File: config.mk
export PLATFORM = sky130hd
export DESIGN_NAME = gradient_color_sampler_core_flat
export DESIGN_NICKNAME = d
export VERILOG_FILES = /design/src/gcs_pkg.sv /design/src/gcs_if.sv /design/src/gradient_color_sampler_core.sv /design/src/gcs_ram.sv /design/src/gcs_front.sv /design/src/gcs_queue.sv /design/src/gcs_back.sv /design/src/flat_wrapper.sv
export SDC_FILE = /design/constraint.sdc
export NUM_CORES = 2
export LEC_CHECK = 0
export BUFFER_PORTS_ARGS = -buffer_cell sky130_fd_sc_hd__buf_2
export CORE_MARGIN = 5
export CORE_UTILIZATION = 28
export CTS_BUF_LIST = sky130_fd_sc_hd__clkbuf_8
export CTS_CLUSTER_SIZE = 14
export DETAILED_ROUTE_END_ITERATION = 12
export GPL_TIMING_DRIVEN = 1
export PLACE_DENSITY = 0.45
export SLEW_MARGIN = 15
export SYNTH_ARGS = -nofsm -noshare
export SYNTH_HDL_FRONTEND = slang
export SYNTH_SLANG_ARGS = --single-unit
File: constraint.sdc
create_clock -name clock -period 13.9 [get_ports clock]
set_input_delay 3.475 -clock clock [delete_from_list [all_inputs] [get_ports clock]]
set_output_delay 3.475 -clock clock [all_outputs]
set_load 0.02 [all_outputs]
File: src/gcs_pkg.sv
`timescale 1ns / 1ps
// ----------------------------------------------------------------------------
// Gradient color sampler package
// Shared constants, codes and types.
// ----------------------------------------------------------------------------
package gcs_pkg;

   localparam int MAX_STOPS = 8;
   localparam int FRAC_BITS = 16;
   localparam int STOP_AW   = $clog2(MAX_STOPS);
   localparam int CNT_W     = 4;
   localparam int OFF_W     = FRAC_BITS + 1;
   localparam int POS_W     = 24;
   localparam int COLOR_W   = 32;
   localparam int ENTRY_W   = OFF_W + COLOR_W;
   localparam int DIV_CNT_W = $clog2(OFF_W + 1);

   localparam logic [OFF_W-1:0]   ONE_FX      = OFF_W'(1) << FRAC_BITS;
   localparam logic [COLOR_W-1:0] COLOR_BLACK = 32'h0000_00FF;

   localparam logic FUNC_WRITE  = 1'b0;
   localparam logic FUNC_SAMPLE = 1'b1;

   localparam logic CSR_SPREAD_MODE = 1'b0;
   localparam logic CSR_STOP_COUNT  = 1'b1;

   localparam logic [1:0] SPREAD_PAD     = 2'd0;
   localparam logic [1:0] SPREAD_REPEAT  = 2'd1;
   localparam logic [1:0] SPREAD_REFLECT = 2'd2;

   typedef struct packed {
      logic                 is_sample;
      logic [STOP_AW-1:0]   idx;
      logic [OFF_W-1:0]     offset;
      logic [COLOR_W-1:0]   color;
      logic [OFF_W-1:0]     t;
   } qitem_type;

   typedef struct packed {
      logic      push;
      qitem_type item;
   } push_type;

   typedef struct packed {
      logic      empty;
      qitem_type head;
   } head_type;

   typedef struct packed {
      logic                 we;
      logic [STOP_AW-1:0]   waddr;
      logic [ENTRY_W-1:0]   wdata;
      logic [STOP_AW-1:0]   raddr;
   } ram_req_type;

   typedef enum logic [2:0] {
      ST_IDLE,
      ST_LAST,
      ST_FIRST,
      ST_SCAN,
      ST_DIV,
      ST_MULT,
      ST_SUM,
      ST_FINISH
   } back_state_type;

endpackage

File: src/gcs_if.sv
`timescale 1ns / 1ps
// ----------------------------------------------------------------------------
// Gradient color sampler channel interfaces
// Request, response and register write channels.
// ----------------------------------------------------------------------------
interface gcs_req_if;
   logic               valid;
   logic               ready;
   logic               func;
   logic [2:0]         stop_index;
   logic [16:0]        stop_offset;
   logic [7:0]         stop_red;
   logic [7:0]         stop_green;
   logic [7:0]         stop_blue;
   logic [7:0]         stop_alpha;
   logic signed [23:0] position;
   modport source (output valid, func, stop_index, stop_offset, stop_red, stop_green,
                   stop_blue, stop_alpha, position, input ready);
   modport sink (input valid, func, stop_index, stop_offset, stop_red, stop_green,
                 stop_blue, stop_alpha, position, output ready);
endinterface

interface gcs_rsp_if;
   logic       valid;
   logic       ready;
   logic [7:0] out_red;
   logic [7:0] out_green;
   logic [7:0] out_blue;
   logic [7:0] out_alpha;
   modport source (output valid, out_red, out_green, out_blue, out_alpha, input ready);
   modport sink (input valid, out_red, out_green, out_blue, out_alpha, output ready);
endinterface

interface gcs_csr_if;
   logic       valid;
   logic       ready;
   logic       index;
   logic [3:0] data;
   modport source (output valid, index, data, input ready);
   modport sink (input valid, index, data, output ready);
endinterface

File: src/gradient_color_sampler_core.sv
`timescale 1ns / 1ps
// ----------------------------------------------------------------------------
// Gradient color sampler core
// The back end stores a stop write from its idle state. A sample with no
// stops answers black; otherwise it reads the last and first stops and, for
// t between them, scans the segments, divides, multiplies and sums: the scan reads
// one table entry per cycle through a single RAM read port, and the segment
// division is bit-serial, one quotient bit per cycle. Register writes are
// taken every cycle.
// ----------------------------------------------------------------------------
module gradient_color_sampler_core (
   input  logic       clock,
   input  logic       reset,
   gcs_req_if.sink    req_bus,
   gcs_rsp_if.source  rsp_bus,
   gcs_csr_if.sink    csr_bus
);

   logic [1:0]                  spread_mode_ff, spread_mode_in;
   logic [gcs_pkg::CNT_W-1:0]   stop_count_ff, stop_count_in;
   logic [gcs_pkg::CNT_W-1:0]   stop_n;
   gcs_pkg::push_type           push;
   gcs_pkg::head_type           head;
   gcs_pkg::ram_req_type        ram_req;
   logic                        queue_full;
   logic                        pop;
   logic [gcs_pkg::ENTRY_W-1:0] ram_rdata;

   assign csr_bus.ready = 1'b1;

   always_comb begin
      spread_mode_in = spread_mode_ff;
      stop_count_in  = stop_count_ff;
      if (csr_bus.valid) begin
         case (csr_bus.index)
            gcs_pkg::CSR_SPREAD_MODE: spread_mode_in = csr_bus.data[1:0];
            gcs_pkg::CSR_STOP_COUNT:  stop_count_in  = csr_bus.data;
            default: ;
         endcase
      end
   end

   always_ff @(posedge clock) begin
      if (reset) begin
         spread_mode_ff <= gcs_pkg::SPREAD_PAD;
         stop_count_ff  <= '0;
      end else begin
         spread_mode_ff <= spread_mode_in;
         stop_count_ff  <= stop_count_in;
      end
   end

   assign stop_n = (stop_count_ff > gcs_pkg::CNT_W'(gcs_pkg::MAX_STOPS))
                   ? gcs_pkg::CNT_W'(gcs_pkg::MAX_STOPS) : stop_count_ff;

   gcs_front u_front (
      .req_bus     (req_bus),
      .spread_mode (spread_mode_ff),
      .queue_full  (queue_full),
      .push_out    (push)
   );

   gcs_queue u_queue (
      .clock    (clock),
      .reset    (reset),
      .push_in  (push),
      .pop      (pop),
      .full     (queue_full),
      .head_out (head)
   );

   gcs_ram #(
      .WIDTH (gcs_pkg::ENTRY_W),
      .DEPTH (gcs_pkg::MAX_STOPS)
   ) u_ram (
      .clock (clock),
      .we    (ram_req.we),
      .waddr (ram_req.waddr),
      .wdata (ram_req.wdata),
      .raddr (ram_req.raddr),
      .rdata (ram_rdata)
   );

   gcs_back u_back (
      .clock     (clock),
      .reset     (reset),
      .head_in   (head),
      .stop_n    (stop_n),
      .pop       (pop),
      .ram_req   (ram_req),
      .ram_rdata (ram_rdata),
      .rsp_bus   (rsp_bus)
   );

endmodule

File: src/gcs_ram.sv
`timescale 1ns / 1ps
// ----------------------------------------------------------------------------
// Generic RAM
// One write port, one read port with registered read data.
// ----------------------------------------------------------------------------
module gcs_ram #(
   parameter int WIDTH = 8,
   parameter int DEPTH = 8
) (
   input  logic                     clock,
   input  logic                     we,
   input  logic [$clog2(DEPTH)-1:0] waddr,
   input  logic [WIDTH-1:0]         wdata,
   input  logic [$clog2(DEPTH)-1:0] raddr,
   output logic [WIDTH-1:0]         rdata
);

   logic [WIDTH-1:0] mem_ff [DEPTH];
   logic [WIDTH-1:0] rdata_ff;

   always_ff @(posedge clock) begin
      if (we) begin
         mem_ff[waddr] <= wdata;
      end
      rdata_ff <= mem_ff[raddr];
   end

   assign rdata = rdata_ff;

endmodule

File: src/gcs_front.sv
`timescale 1ns / 1ps
// ----------------------------------------------------------------------------
// Gradient color sampler front end
// Accept transactions, fold sample positions by spread mode, queue them.
// ----------------------------------------------------------------------------
module gcs_front (
   gcs_req_if.sink            req_bus,
   input  logic [1:0]         spread_mode,
   input  logic               queue_full,
   output gcs_pkg::push_type  push_out
);

   logic signed [23:0]          pos;
   logic [gcs_pkg::OFF_W-1:0]   frac;
   logic [gcs_pkg::OFF_W-1:0]   t_fold;

   assign pos  = req_bus.position;
   assign frac = {1'b0, pos[gcs_pkg::FRAC_BITS-1:0]};

   always_comb begin
      case (spread_mode)
         gcs_pkg::SPREAD_REPEAT: t_fold = frac;
         gcs_pkg::SPREAD_REFLECT: begin
            t_fold = pos[gcs_pkg::FRAC_BITS] ? (gcs_pkg::ONE_FX - frac) : frac;
         end
         default: begin
            if (pos < 0) begin
               t_fold = '0;
            end else if (pos > $signed({7'd0, gcs_pkg::ONE_FX})) begin
               t_fold = gcs_pkg::ONE_FX;
            end else begin
               t_fold = pos[gcs_pkg::OFF_W-1:0];
            end
         end
      endcase
   end

   assign req_bus.ready = !queue_full;

   always_comb begin
      push_out.push           = req_bus.valid && !queue_full;
      push_out.item.is_sample = (req_bus.func == gcs_pkg::FUNC_SAMPLE);
      push_out.item.idx       = req_bus.stop_index;
      push_out.item.offset    = req_bus.stop_offset;
      push_out.item.color     = {req_bus.stop_red, req_bus.stop_green,
                                 req_bus.stop_blue, req_bus.stop_alpha};
      push_out.item.t         = t_fold;
   end

endmodule

File: src/gcs_queue.sv
`timescale 1ns / 1ps
// ----------------------------------------------------------------------------
// Gradient color sampler queue
// Two-entry queue between front end and back end.
// ----------------------------------------------------------------------------
module gcs_queue (
   input  logic              clock,
   input  logic              reset,
   input  gcs_pkg::push_type push_in,
   input  logic              pop,
   output logic              full,
   output gcs_pkg::head_type head_out
);

   gcs_pkg::qitem_type entry_ff [2];
   logic       wr_ptr_ff, wr_ptr_in;
   logic       rd_ptr_ff, rd_ptr_in;
   logic [1:0] count_ff, count_in;
   logic       do_pop;

   assign full   = (count_ff == 2'd2);
   assign do_pop = pop && (count_ff != 2'd0);

   always_comb begin
      wr_ptr_in = wr_ptr_ff ^ push_in.push;
      rd_ptr_in = rd_ptr_ff ^ do_pop;
      count_in  = count_ff + {1'b0, push_in.push} - {1'b0, do_pop};
   end

   always_ff @(posedge clock) begin
      if (reset) begin
         wr_ptr_ff <= 1'b0;
         rd_ptr_ff <= 1'b0;
         count_ff  <= 2'd0;
      end else begin
         wr_ptr_ff <= wr_ptr_in;
         rd_ptr_ff <= rd_ptr_in;
         count_ff  <= count_in;
      end
   end

   always_ff @(posedge clock) begin
      if (push_in.push) begin
         entry_ff[wr_ptr_ff] <= push_in.item;
      end
   end

   assign head_out.empty = (count_ff == 2'd0);
   assign head_out.head  = entry_ff[rd_ptr_ff];

endmodule

File: src/gcs_back.sv
`timescale 1ns / 1ps
// ----------------------------------------------------------------------------
// Gradient color sampler back end
// Store stops, scan segments, divide, blend and hold the response.
// ----------------------------------------------------------------------------
module gcs_back (
   input  logic                           clock,
   input  logic                           reset,
   input  gcs_pkg::head_type              head_in,
   input  logic [gcs_pkg::CNT_W-1:0]      stop_n,
   output logic                           pop,
   output gcs_pkg::ram_req_type           ram_req,
   input  logic [gcs_pkg::ENTRY_W-1:0]    ram_rdata,
   gcs_rsp_if.source                      rsp_bus
);

   localparam int OW = gcs_pkg::OFF_W;
   localparam int CW = gcs_pkg::COLOR_W;
   localparam int PW = OW + 10;

   gcs_pkg::back_state_type state_ff, state_in;

   logic [OW-1:0]                t_ff, t_in;
   logic [OW-1:0]                lo_ff, lo_in;
   logic [CW-1:0]                ca_ff, ca_in;
   logic [CW-1:0]                cb_ff, cb_in;
   logic [OW-1:0]                last_off_ff, last_off_in;
   logic [CW-1:0]                last_col_ff, last_col_in;
   logic [gcs_pkg::STOP_AW-1:0]  idx_ff, idx_in;
   logic [OW-1:0]                len_ff, len_in;
   logic [OW:0]                  rem_ff, rem_in;
   logic [OW-1:0]                q_ff, q_in;
   logic [gcs_pkg::DIV_CNT_W-1:0] cnt_ff, cnt_in;
   logic [CW-1:0]                color_ff, color_in;
   logic signed [PW-1:0]         prod_ff [4];
   logic signed [PW-1:0]         prod_in [4];
   logic                         rsp_valid_ff, rsp_valid_in;
   logic [CW-1:0]                rsp_color_ff;
   logic                         out_free;
   logic                         load_out;

   logic [OW-1:0]                rd_off;
   logic [CW-1:0]                rd_col;
   logic [gcs_pkg::CNT_W-1:0]    n_last;
   logic                         ge;
   logic [OW:0]                  rem_sub;
   logic signed [8:0]            diff [4];
   logic signed [PW-1:0]         sum [4];

   assign rd_off   = ram_rdata[gcs_pkg::ENTRY_W-1 -: OW];
   assign rd_col   = ram_rdata[CW-1:0];
   assign n_last   = stop_n - 4'd1;
   assign out_free = !rsp_valid_ff || rsp_bus.ready;
   assign ge       = (rem_ff >= {1'b0, len_ff});
   assign rem_sub  = ge ? (rem_ff - {1'b0, len_ff}) : rem_ff;

   always_comb begin
      for (int k = 0; k < 4; k++) begin
         diff[k] = $signed({1'b0, cb_ff[8*k +: 8]}) - $signed({1'b0, ca_ff[8*k +: 8]});
         prod_in[k] = diff[k] * $signed({1'b0, q_ff});
         sum[k] = $signed({{(PW-24){1'b0}}, ca_ff[8*k +: 8], 16'd0}) + prod_ff[k];
      end
   end

   always_comb begin
      state_in    = state_ff;
      t_in        = t_ff;
      lo_in       = lo_ff;
      ca_in       = ca_ff;
      cb_in       = cb_ff;
      last_off_in = last_off_ff;
      last_col_in = last_col_ff;
      idx_in      = idx_ff;
      len_in      = len_ff;
      rem_in      = rem_ff;
      q_in        = q_ff;
      cnt_in      = cnt_ff;
      color_in    = color_ff;
      pop         = 1'b0;
      load_out    = 1'b0;
      ram_req.we    = 1'b0;
      ram_req.waddr = head_in.head.idx;
      ram_req.wdata = {head_in.head.offset, head_in.head.color};
      ram_req.raddr = '0;
      case (state_ff)
         gcs_pkg::ST_IDLE: begin
            if (!head_in.empty) begin
               pop = 1'b1;
               if (!head_in.head.is_sample) begin
                  ram_req.we = 1'b1;
               end else begin
                  t_in = head_in.head.t;
                  if (stop_n == '0) begin
                     color_in = gcs_pkg::COLOR_BLACK;
                     state_in = gcs_pkg::ST_FINISH;
                  end else begin
                     ram_req.raddr = n_last[gcs_pkg::STOP_AW-1:0];
                     state_in = gcs_pkg::ST_LAST;
                  end
               end
            end
         end
         gcs_pkg::ST_LAST: begin
            last_off_in = rd_off;
            last_col_in = rd_col;
            ram_req.raddr = '0;
            state_in = gcs_pkg::ST_FIRST;
         end
         gcs_pkg::ST_FIRST: begin
            if (stop_n == 4'd1 || t_ff <= rd_off) begin
               color_in = rd_col;
               state_in = gcs_pkg::ST_FINISH;
            end else if (t_ff >= last_off_ff) begin
               color_in = last_col_ff;
               state_in = gcs_pkg::ST_FINISH;
            end else begin
               lo_in  = rd_off;
               ca_in  = rd_col;
               idx_in = gcs_pkg::STOP_AW'(1);
               ram_req.raddr = gcs_pkg::STOP_AW'(1);
               state_in = gcs_pkg::ST_SCAN;
            end
         end
         gcs_pkg::ST_SCAN: begin
            if (t_ff >= lo_ff && t_ff <= rd_off) begin
               if (rd_off == lo_ff) begin
                  color_in = ca_ff;
                  state_in = gcs_pkg::ST_FINISH;
               end else begin
                  cb_in  = rd_col;
                  len_in = rd_off - lo_ff;
                  rem_in = {1'b0, t_ff - lo_ff};
                  q_in   = '0;
                  cnt_in = gcs_pkg::DIV_CNT_W'(OW);
                  state_in = gcs_pkg::ST_DIV;
               end
            end else if ({1'b0, idx_ff} == n_last) begin
               color_in = last_col_ff;
               state_in = gcs_pkg::ST_FINISH;
            end else begin
               lo_in  = rd_off;
               ca_in  = rd_col;
               idx_in = idx_ff + 1'b1;
               ram_req.raddr = idx_ff + 1'b1;
            end
         end
         gcs_pkg::ST_DIV: begin
            q_in   = {q_ff[OW-2:0], ge};
            rem_in = {rem_sub[OW-1:0], 1'b0};
            cnt_in = cnt_ff - 1'b1;
            if (cnt_ff == gcs_pkg::DIV_CNT_W'(1)) begin
               state_in = gcs_pkg::ST_MULT;
            end
         end
         gcs_pkg::ST_MULT: begin
            state_in = gcs_pkg::ST_SUM;
         end
         gcs_pkg::ST_SUM: begin
            for (int k = 0; k < 4; k++) begin
               color_in[8*k +: 8] = sum[k][23:16];
            end
            state_in = gcs_pkg::ST_FINISH;
         end
         gcs_pkg::ST_FINISH: begin
            if (out_free) begin
               load_out = 1'b1;
               state_in = gcs_pkg::ST_IDLE;
            end
         end
         default: state_in = gcs_pkg::ST_IDLE;
      endcase
   end

   always_comb begin
      rsp_valid_in = rsp_valid_ff;
      if (load_out) begin
         rsp_valid_in = 1'b1;
      end else if (rsp_bus.ready) begin
         rsp_valid_in = 1'b0;
      end
   end

   always_ff @(posedge clock) begin
      if (reset) begin
         state_ff     <= gcs_pkg::ST_IDLE;
         rsp_valid_ff <= 1'b0;
      end else begin
         state_ff     <= state_in;
         rsp_valid_ff <= rsp_valid_in;
      end
   end

   always_ff @(posedge clock) begin
      t_ff        <= t_in;
      lo_ff       <= lo_in;
      ca_ff       <= ca_in;
      cb_ff       <= cb_in;
      last_off_ff <= last_off_in;
      last_col_ff <= last_col_in;
      idx_ff      <= idx_in;
      len_ff      <= len_in;
      rem_ff      <= rem_in;
      q_ff        <= q_in;
      cnt_ff      <= cnt_in;
      color_ff    <= color_in;
      for (int k = 0; k < 4; k++) begin
         prod_ff[k] <= prod_in[k];
      end
      if (load_out) begin
         rsp_color_ff <= color_ff;
      end
   end

   assign rsp_bus.valid     = rsp_valid_ff;
   assign rsp_bus.out_red   = rsp_color_ff[31:24];
   assign rsp_bus.out_green = rsp_color_ff[23:16];
   assign rsp_bus.out_blue  = rsp_color_ff[15:8];
   assign rsp_bus.out_alpha = rsp_color_ff[7:0];

endmodule

File: src/flat_wrapper.sv
// flat-port wrapper written by rule: the top's interface ports become plain ports
module gradient_color_sampler_core_flat 
  (clock, reset, req_bus_valid, req_bus_func, req_bus_stop_index, req_bus_stop_offset, req_bus_stop_red, req_bus_stop_green, req_bus_stop_blue, req_bus_stop_alpha, req_bus_position, req_bus_ready, rsp_bus_valid, rsp_bus_out_red, rsp_bus_out_green, rsp_bus_out_blue, rsp_bus_out_alpha, rsp_bus_ready, csr_bus_valid, csr_bus_index, csr_bus_data, csr_bus_ready);
  gcs_req_if req_bus_i ();
  gcs_rsp_if rsp_bus_i ();
  gcs_csr_if csr_bus_i ();
  input  logic clock;
  input  logic reset;
  input wire logic [$bits(req_bus_i.valid)-1:0] req_bus_valid;
  input wire logic [$bits(req_bus_i.func)-1:0] req_bus_func;
  input wire logic [$bits(req_bus_i.stop_index)-1:0] req_bus_stop_index;
  input wire logic [$bits(req_bus_i.stop_offset)-1:0] req_bus_stop_offset;
  input wire logic [$bits(req_bus_i.stop_red)-1:0] req_bus_stop_red;
  input wire logic [$bits(req_bus_i.stop_green)-1:0] req_bus_stop_green;
  input wire logic [$bits(req_bus_i.stop_blue)-1:0] req_bus_stop_blue;
  input wire logic [$bits(req_bus_i.stop_alpha)-1:0] req_bus_stop_alpha;
  input wire logic [$bits(req_bus_i.position)-1:0] req_bus_position;
  output wire logic [$bits(req_bus_i.ready)-1:0] req_bus_ready;
  output wire logic [$bits(rsp_bus_i.valid)-1:0] rsp_bus_valid;
  output wire logic [$bits(rsp_bus_i.out_red)-1:0] rsp_bus_out_red;
  output wire logic [$bits(rsp_bus_i.out_green)-1:0] rsp_bus_out_green;
  output wire logic [$bits(rsp_bus_i.out_blue)-1:0] rsp_bus_out_blue;
  output wire logic [$bits(rsp_bus_i.out_alpha)-1:0] rsp_bus_out_alpha;
  input wire logic [$bits(rsp_bus_i.ready)-1:0] rsp_bus_ready;
  input wire logic [$bits(csr_bus_i.valid)-1:0] csr_bus_valid;
  input wire logic [$bits(csr_bus_i.index)-1:0] csr_bus_index;
  input wire logic [$bits(csr_bus_i.data)-1:0] csr_bus_data;
  output wire logic [$bits(csr_bus_i.ready)-1:0] csr_bus_ready;
  assign req_bus_i.valid = req_bus_valid;
  assign req_bus_i.func = req_bus_func;
  assign req_bus_i.stop_index = req_bus_stop_index;
  assign req_bus_i.stop_offset = req_bus_stop_offset;
  assign req_bus_i.stop_red = req_bus_stop_red;
  assign req_bus_i.stop_green = req_bus_stop_green;
  assign req_bus_i.stop_blue = req_bus_stop_blue;
  assign req_bus_i.stop_alpha = req_bus_stop_alpha;
  assign req_bus_i.position = req_bus_position;
  assign req_bus_ready = req_bus_i.ready;
  assign rsp_bus_valid = rsp_bus_i.valid;
  assign rsp_bus_out_red = rsp_bus_i.out_red;
  assign rsp_bus_out_green = rsp_bus_i.out_green;
  assign rsp_bus_out_blue = rsp_bus_i.out_blue;
  assign rsp_bus_out_alpha = rsp_bus_i.out_alpha;
  assign rsp_bus_i.ready = rsp_bus_ready;
  assign csr_bus_i.valid = csr_bus_valid;
  assign csr_bus_i.index = csr_bus_index;
  assign csr_bus_i.data = csr_bus_data;
  assign csr_bus_ready = csr_bus_i.ready;
  gradient_color_sampler_core u_core (.clock(clock), .reset(reset), .req_bus(req_bus_i), .rsp_bus(rsp_bus_i), .csr_bus(csr_bus_i));
endmodule
After elaboration in Yosys (flattened, before gate mapping)
Memories as Yosys holds them, arrays and structs flattened. A register that Yosys moved wholly into a read port is not among the register bits.
Cells that the tools add are included.
{"block": "totals", "output_inout_bits": 35, "memories": 3, "word_cells": 179, "register_bits": 285, "ramBits": 640, "input_bits": 87}
{"name": "u_core.u_ram.mem_ff", "words": 8, "word_bits": 49, "rd": 1, "rd_ports_with_merged_regs": 1, "write_ports": 1, "line": "gcs_ram.sv:18", "rtl": "logic [WIDTH-1:0] mem_ff [DEPTH];"}
{"name": "u_core.u_queue.entry_ff", "words": 2, "word_bits": 70, "rd": 1, "rd_ports_with_merged_regs": 1, "write_ports": 1, "line": "gcs_queue.sv:15", "rtl": "gcs_pkg::qitem_type entry_ff [2];"}
{"name": "u_core.u_back.prod_ff", "words": 4, "word_bits": 27, "rd": 4, "rd_ports_with_merged_regs": 0, "write_ports": 4, "line": "gcs_back.sv:35", "rtl": "logic signed [PW-1:0] prod_ff [4];"}
{"block": "op_classes", "reduce_logical": 23, "order_cmp": 7, "n_eq_ne": 28, "addsub": 17, "multipliers": 4, "muxes": 72, "bitwise": 5}
{"cell": "2-to-1 mux 32 bit", "n": 12}
{"cell": "2-to-1 mux 17 bit", "n": 10}
{"cell": "case mux 32 bit (4 select lines)", "n": 1}
{"cell": "multiplier 9 x 18 -> 27 bit", "n": 4}
{"cell": "case mux 17 bit (2 select lines)", "n": 3}
{"cell": "adder 24 bit", "n": 4}
{"cell": "case mux 32 bit (2 select lines)", "n": 1}
{"cell": "2-to-1 mux 3 bit", "n": 18}
{"cell": "subtractor 17 bit", "n": 3}
{"cell": "2-to-1 mux 18 bit", "n": 2}
{"cell": "case mux 18 bit (2 select lines)", "n": 1}
{"cell": "subtractor 8 x 8 -> 9 bit", "n": 4}
{"cell": "greater-or-equal comparator 17 bit", "n": 2}
{"cell": "> comparator 24 x 18 -> 1 bit (second input constant)", "n": 1}
{"cell": "< comparator 24 x 1 -> 1 bit (second input constant)", "n": 1}
{"cell": "case mux 3 bit (8 select lines)", "n": 1}
{"cell": "inequality test 2 bit (second input constant)", "n": 11}
{"cell": "greater-or-equal comparator 18 x 17 -> 1 bit", "n": 1}
{"cell": "equality test 17 bit", "n": 1}
{"cell": "<= comparator 17 bit", "n": 1}
{"cell": "subtractor 17 x 16 -> 17 bit (first input constant)", "n": 1}
{"cell": "2-to-1 mux 1 bit", "n": 16}
{"cell": "equality test 3 bit (second input constant)", "n": 4}
{"cell": "2-to-1 mux 5 bit", "n": 2}
{"cell": "other kinds (33)", "n": 51}

Longest topological paths before layout
{"block": "depth", "word_depth": 7, "depth_mapped": 30, "mapped_depth_nobuf": 30}

Modules after synthesis
A second synthesis with hierarchy kept.
{"block": "unflattened", "hier_cells": 4422, "area_unflattened_um2": 56955.9}
{"module": "gcs_back", "n_inst": 1, "area_each_um2": 34515.6, "seq_area_each_um2": 8858.5, "cells_per_inst": 3348}
{"module": "gcs_ram", "n_inst": 1, "area_each_um2": 15742.6, "seq_area_each_um2": 12752.2, "cells_per_inst": 628}
{"module": "gcs_queue", "n_inst": 1, "area_each_um2": 5298.8, "seq_area_each_um2": 4284.1, "cells_per_inst": 239}
{"module": "gcs_front", "n_inst": 1, "area_each_um2": 1108.6, "seq_area_each_um2": 0.0, "cells_per_inst": 177}
{"module": "gradient_color_sampler_core", "n_inst": 1, "area_each_um2": 290.3, "seq_area_each_um2": 120.1, "cells_per_inst": 30}

Worst setup path before layout
No wires, ideal clock.
{"block": "synth_path", "path_kind": "flip-flop to flip-flop", "from": "reg u_core.u_back.ca_ff[8]", "to": "mem u_core.u_back.prod_ff[1][23] (netlist bit)", "period_less_slack_ns": 7.199, "n_path_buf": 1, "path_stages_with_launch": 29, "arrival_time_ns": 7.070, "setup_ns": 0.130, "t_required_ns": 13.770, "setup_slack_ns": 6.701, "path_cell_list": "edfxtp_1 > ha_1 > fa_1 > nor2b_1 > o21ai_0 > nand2b_1 > a21o_1 > nand2_1 > nor2b_1 > xnor2_1 > clkbuf_1 > nand2_1 > fa_1 > fa_1 > inv_1 > fa_1 > fa_1 > inv_1 > fa_1 > inv_1 > ha_1 > a2111oi_0 > a21oi_1 > or3_1 > o221a_2 > o41ai_2 > nor2_1 > a2111oi_0 > xnor3_1"}
{"element": "from (decl)", "line": "gcs_back.sv:25", "rtl": "logic [CW-1:0] ca_ff, ca_in;"}
{"element": "from (signal assigned)", "line": "gcs_back.sv:196", "rtl": "ca_ff <= ca_in;"}
{"element": "to (decl)", "line": "gcs_back.sv:35"}

==> run_results.csv <==
group,metric,value,unit
outcome,status,"completed",
synthesis,ys_async_sr_fraction,0,
cts,hold_buffers,0,
hold_path,hold_depth,0,
synthesis,synth_nets,5333,
sta,fmax,131,MHz
synthesis,yosysSeqAreaShare,0.464,
floorplan,core,199000,sq um
synthesis,postSynthRegisterBits,898,
setup_path,startpoint_type,"register",
cts,clk_path_buf_depth,3,
placement,port_buffers,120,
cts,ctsResizeCount,0,
floorplan,die_w,457,microns
setup_path,worstRegToRegCells,28,
sta,setup-violations-final,0,
sta,hold_viol_final,0,
global_routing,grt_antenna_before_repair,5,
floorplan,io_pins,122,
cts,ctsRootBufferMaster,"clkbuf_8",
setup_path,required,14.60,ns
flow_run,cap_violations,0,
finish,fillerInstances,20100,
finish,regArea,26000,sq um
synthesis,synth_cell_types,78,
route,routedWlPerCell,18.1,microns
synthesis,synthCells,4450,
route,wl,134,mm
global_routing,grt_usage,0.128,
route,drcViolationCount,0,
hold_path,holdCritStartpoint,"u_core.u_back.color_ff[7]$_DFFE_PP_",
finish,syn_to_final_growth,12.4,%
route,first_pass_iters,7,
synthesis,yosys.area_share.xor_xnor,0.0216,
synthesis,synth_area_per_cell,12.6,sq um
sta,clock_skew,0.0271,ns
route,via_count,32800,
sta,final_max_slew_viol_count,0,
floorplan,die_area,209000,sq um
floorplan,start_util,0.281,
sta,tightest_slew,1.10,ns
floorplan,die_h,457,microns
global_routing,grt_pass1_vias,35500,
synthesis,synth_edf_count,803,
floorplan,rows,164,
setup_path,timing.rr.start,"u_core.u_back.ca_ff[9]$_DFFE_PP_",
sta,period_minus_slack,7.65,ns
route,drtIter0Drc,1610,
setup_path,ff2ff_setup_slack,6.25,ns
synthesis,synth_compound_area_frac,0.0514,
synthesis,synth_top_family_by_area,"adder cells",
sta,tns,0,ns
finish,largest-register,"u_core.u_ram.mem_ff",
finish,fin_nets,5498,
global_routing,grt_overflow,0,
finish,drive_gt1_frac,0.120,
cts,cts_setup_buffers,0,
cts,htree_num_levels,4,
setup_path,cp_slowest_cell,"fa_1",
hold_path,hold_class,"reg2reg",
setup_path,crit_arrival,8.35,ns
placement,gp_congestion,0.761,
placement,dp_hpwl,89.3,mm
route,postRouteAntennaNets,0,
setup_path,crit_top_cell,"fa_1",
cts,cts_tree,"done",
setup_path,worstReg2RegEnd,"u_core.u_back.prod_ff[1][23]$_DFF_P_",
synthesis,synth_adder_area_share,0.235,
finish,largest_register_ffs,392,
sta,min_period_over_period,0.550,
global_routing,grt_pass1_wl,210,mm
finish,multi_input_area,27700,sq um
sta,rsz0062_at_grt,"no",
setup_path,crit_type,"reg2reg",
synthesis,synthMuxAreaShare,0.0789,
synthesis,syn_area,56100,sq um
cts,cts_buffers,151,
cts,clock_sinks,898,
setup_path,slowest_delay,0.50,ns
setup_path,crit_fanout,17,
sta,slew_headroom,0.267,
synthesis,yosysWarnings,0,
hold_path,hold_path_end,"u_core.u_back.rsp_color_ff[7]$_DFFE_PP_",
setup_path,critPathCaptureType,"register",
synthesis,synth-simple-area-share,0.104,
synthesis,synth_flop_cell,"edfxtp_1",
route,viasPerCell,4.43,
cts,clock_latency,0.83,ns
global_routing,grt_max_degree,109,
cts,clk_pin_slew_worst_paths,0.06,ns
placed cells by master, fill, tap and decap left out, types with 42 or more instances in the layout:
cell	n
edfxtp_1	803
inv_1	514
fa_1	431
ha_1	363
mux2i_1	310
and2_1	304
nand2_1	255
nor2_1	177
clkbuf_8	175
nand2b_1	141
buf_2	120
mux2_2	117
a21oi_1	110
xnor2_1	104
o21ai_0	102
dfxtp_1	94
buf_4	77
nor3_1	42
a21o_1	42
synthesized netlist by cell type (7+ instances only):
cell type    n  area, sq um
a2111oi_0    7         61.3
a211oi_1     9         67.6
a21boi_0    15          113
a21o_1      42          315
a21oi_1    110          551
a221o_1     11          110
a221oi_1     7         61.3
a222oi_1    18          180
a31oi_1     13         81.3
and2_1     304         1900
and3_1      27          169
buf_2       29          145
clkbuf_1   150          563
dfxtp_1     95         1900
edfxtp_1   803        24100
fa_1       431         8630
ha_1       365         4570
inv_1      458         1720
mux2_2     117         1320
mux2i_1    310         3100
nand2_1    256          961
nand2b_1   141          882
nand3_1     27          135
nand4_1     17          106
nor2_1     186          698
nor2b_1     40          250
nor3_1      44          220
nor3b_1     12         90.1
nor4_1       8         50.1
o21a_1      20          150
o21ai_0    102          510
o21bai_1    16          120
o31ai_1      9         67.6
o41ai_1      7         61.3
or2_2       19          119
or3_1       16          100
xnor2_1    104          911
xor2_1      29          254
metrics by stage:
stage | hold WS, ns | setup WS, ns | utilization | cells | area (sq um)
floorplan | 0.400 | 6.70 | - | 4450 | 56100
global placement | 0.403 | 6.33 | 0.301 | 7118 | 60000
detailed placement | 0.405 | 6.25 | 0.301 | 7118 | 60000
CTS | 0.411 | 6.21 | 0.316 | 7392 | 63000
global route | 0.425 | 5.56 | 0.316 | 7398 | 63000
finish | 0.402 | 6.25 | 0.316 | 7400 | 63000
worst max-delay path, delay by kind of cell, from the launching register on:
family | cells | cell delay, ns
buffers and inverters | 5 | 0.52
AND/OR/NAND/NOR | 5 | 0.75
flip-flops | 1 | 0.45
XOR/XNOR | 2 | 0.44
adder cells (fa/ha/maj) | 7 | 2.92
AO/OA/AOI/OAI | 9 | 2.44
worst max path at each step:
stage,start,endpoint,depth (start not counted)
finish,u_core.u_back.ca_ff[9]$_DFFE_PP_,u_core.u_back.prod_ff[1][23]$_DFF_P_,28
global route,u_core.u_back.ca_ff[9]$_DFFE_PP_,u_core.u_back.prod_ff[1][23]$_DFF_P_,28
CTS,u_core.u_back.ca_ff[9]$_DFFE_PP_,u_core.u_back.prod_ff[1][23]$_DFF_P_,28
detailed placement,u_core.u_back.ca_ff[9]$_DFFE_PP_,u_core.u_back.prod_ff[1][23]$_DFF_P_,28
global placement,u_core.u_back.ca_ff[9]$_DFFE_PP_,u_core.u_back.prod_ff[1][23]$_DFF_P_,28
floorplan,u_core.u_back.ca_ff[8]$_DFFE_PP_,u_core.u_back.prod_ff[1][23]$_DFF_P_,28
area by class of cell:
| cell class | instances | share of cell area |
|---|---|---|
| multi-input combinational | 2907 | 0.440 |
| sequential | 898 | 0.413 |
| tap | 2656 | 0.0527 |
| clock buffer | 175 | 0.0382 |
| inverter | 458 | 0.0273 |
| timing repair buffer | 199 | 0.0193 |
| clock inverter | 99 | 0.00933 |
| antenna | 8 | 0.000318 |
cell families (layout without fill, tap and decap cells):
group / after synthesis / after routing
xor gates and xnor gates: 135 / 135
muxes: 427 / 427
AOI/OAI and AO/OA: 432 / 432
DFF: 898 / 898
buffers and inverters: 645 / 931
and+or+nand+nor: 1116 / 1116
other: 1 / 9
adders and majority gates: 796 / 796
layer usage:
layer	GRT usage	vias to the layer above	routed length [microns]	share of wire
met2	0.217	449	64400	0.48
met1	0.173	16400	62900	0.47
met5	0	-	0	0
met4	0.0279	0	2330	0.017
met3	0.0194	161	3980	0.030
li1	-	15700	-	-
Power is left out: the tool's default activity adds up to more than one toggle a clock period on the data nets, which glitch-free logic cannot reach.
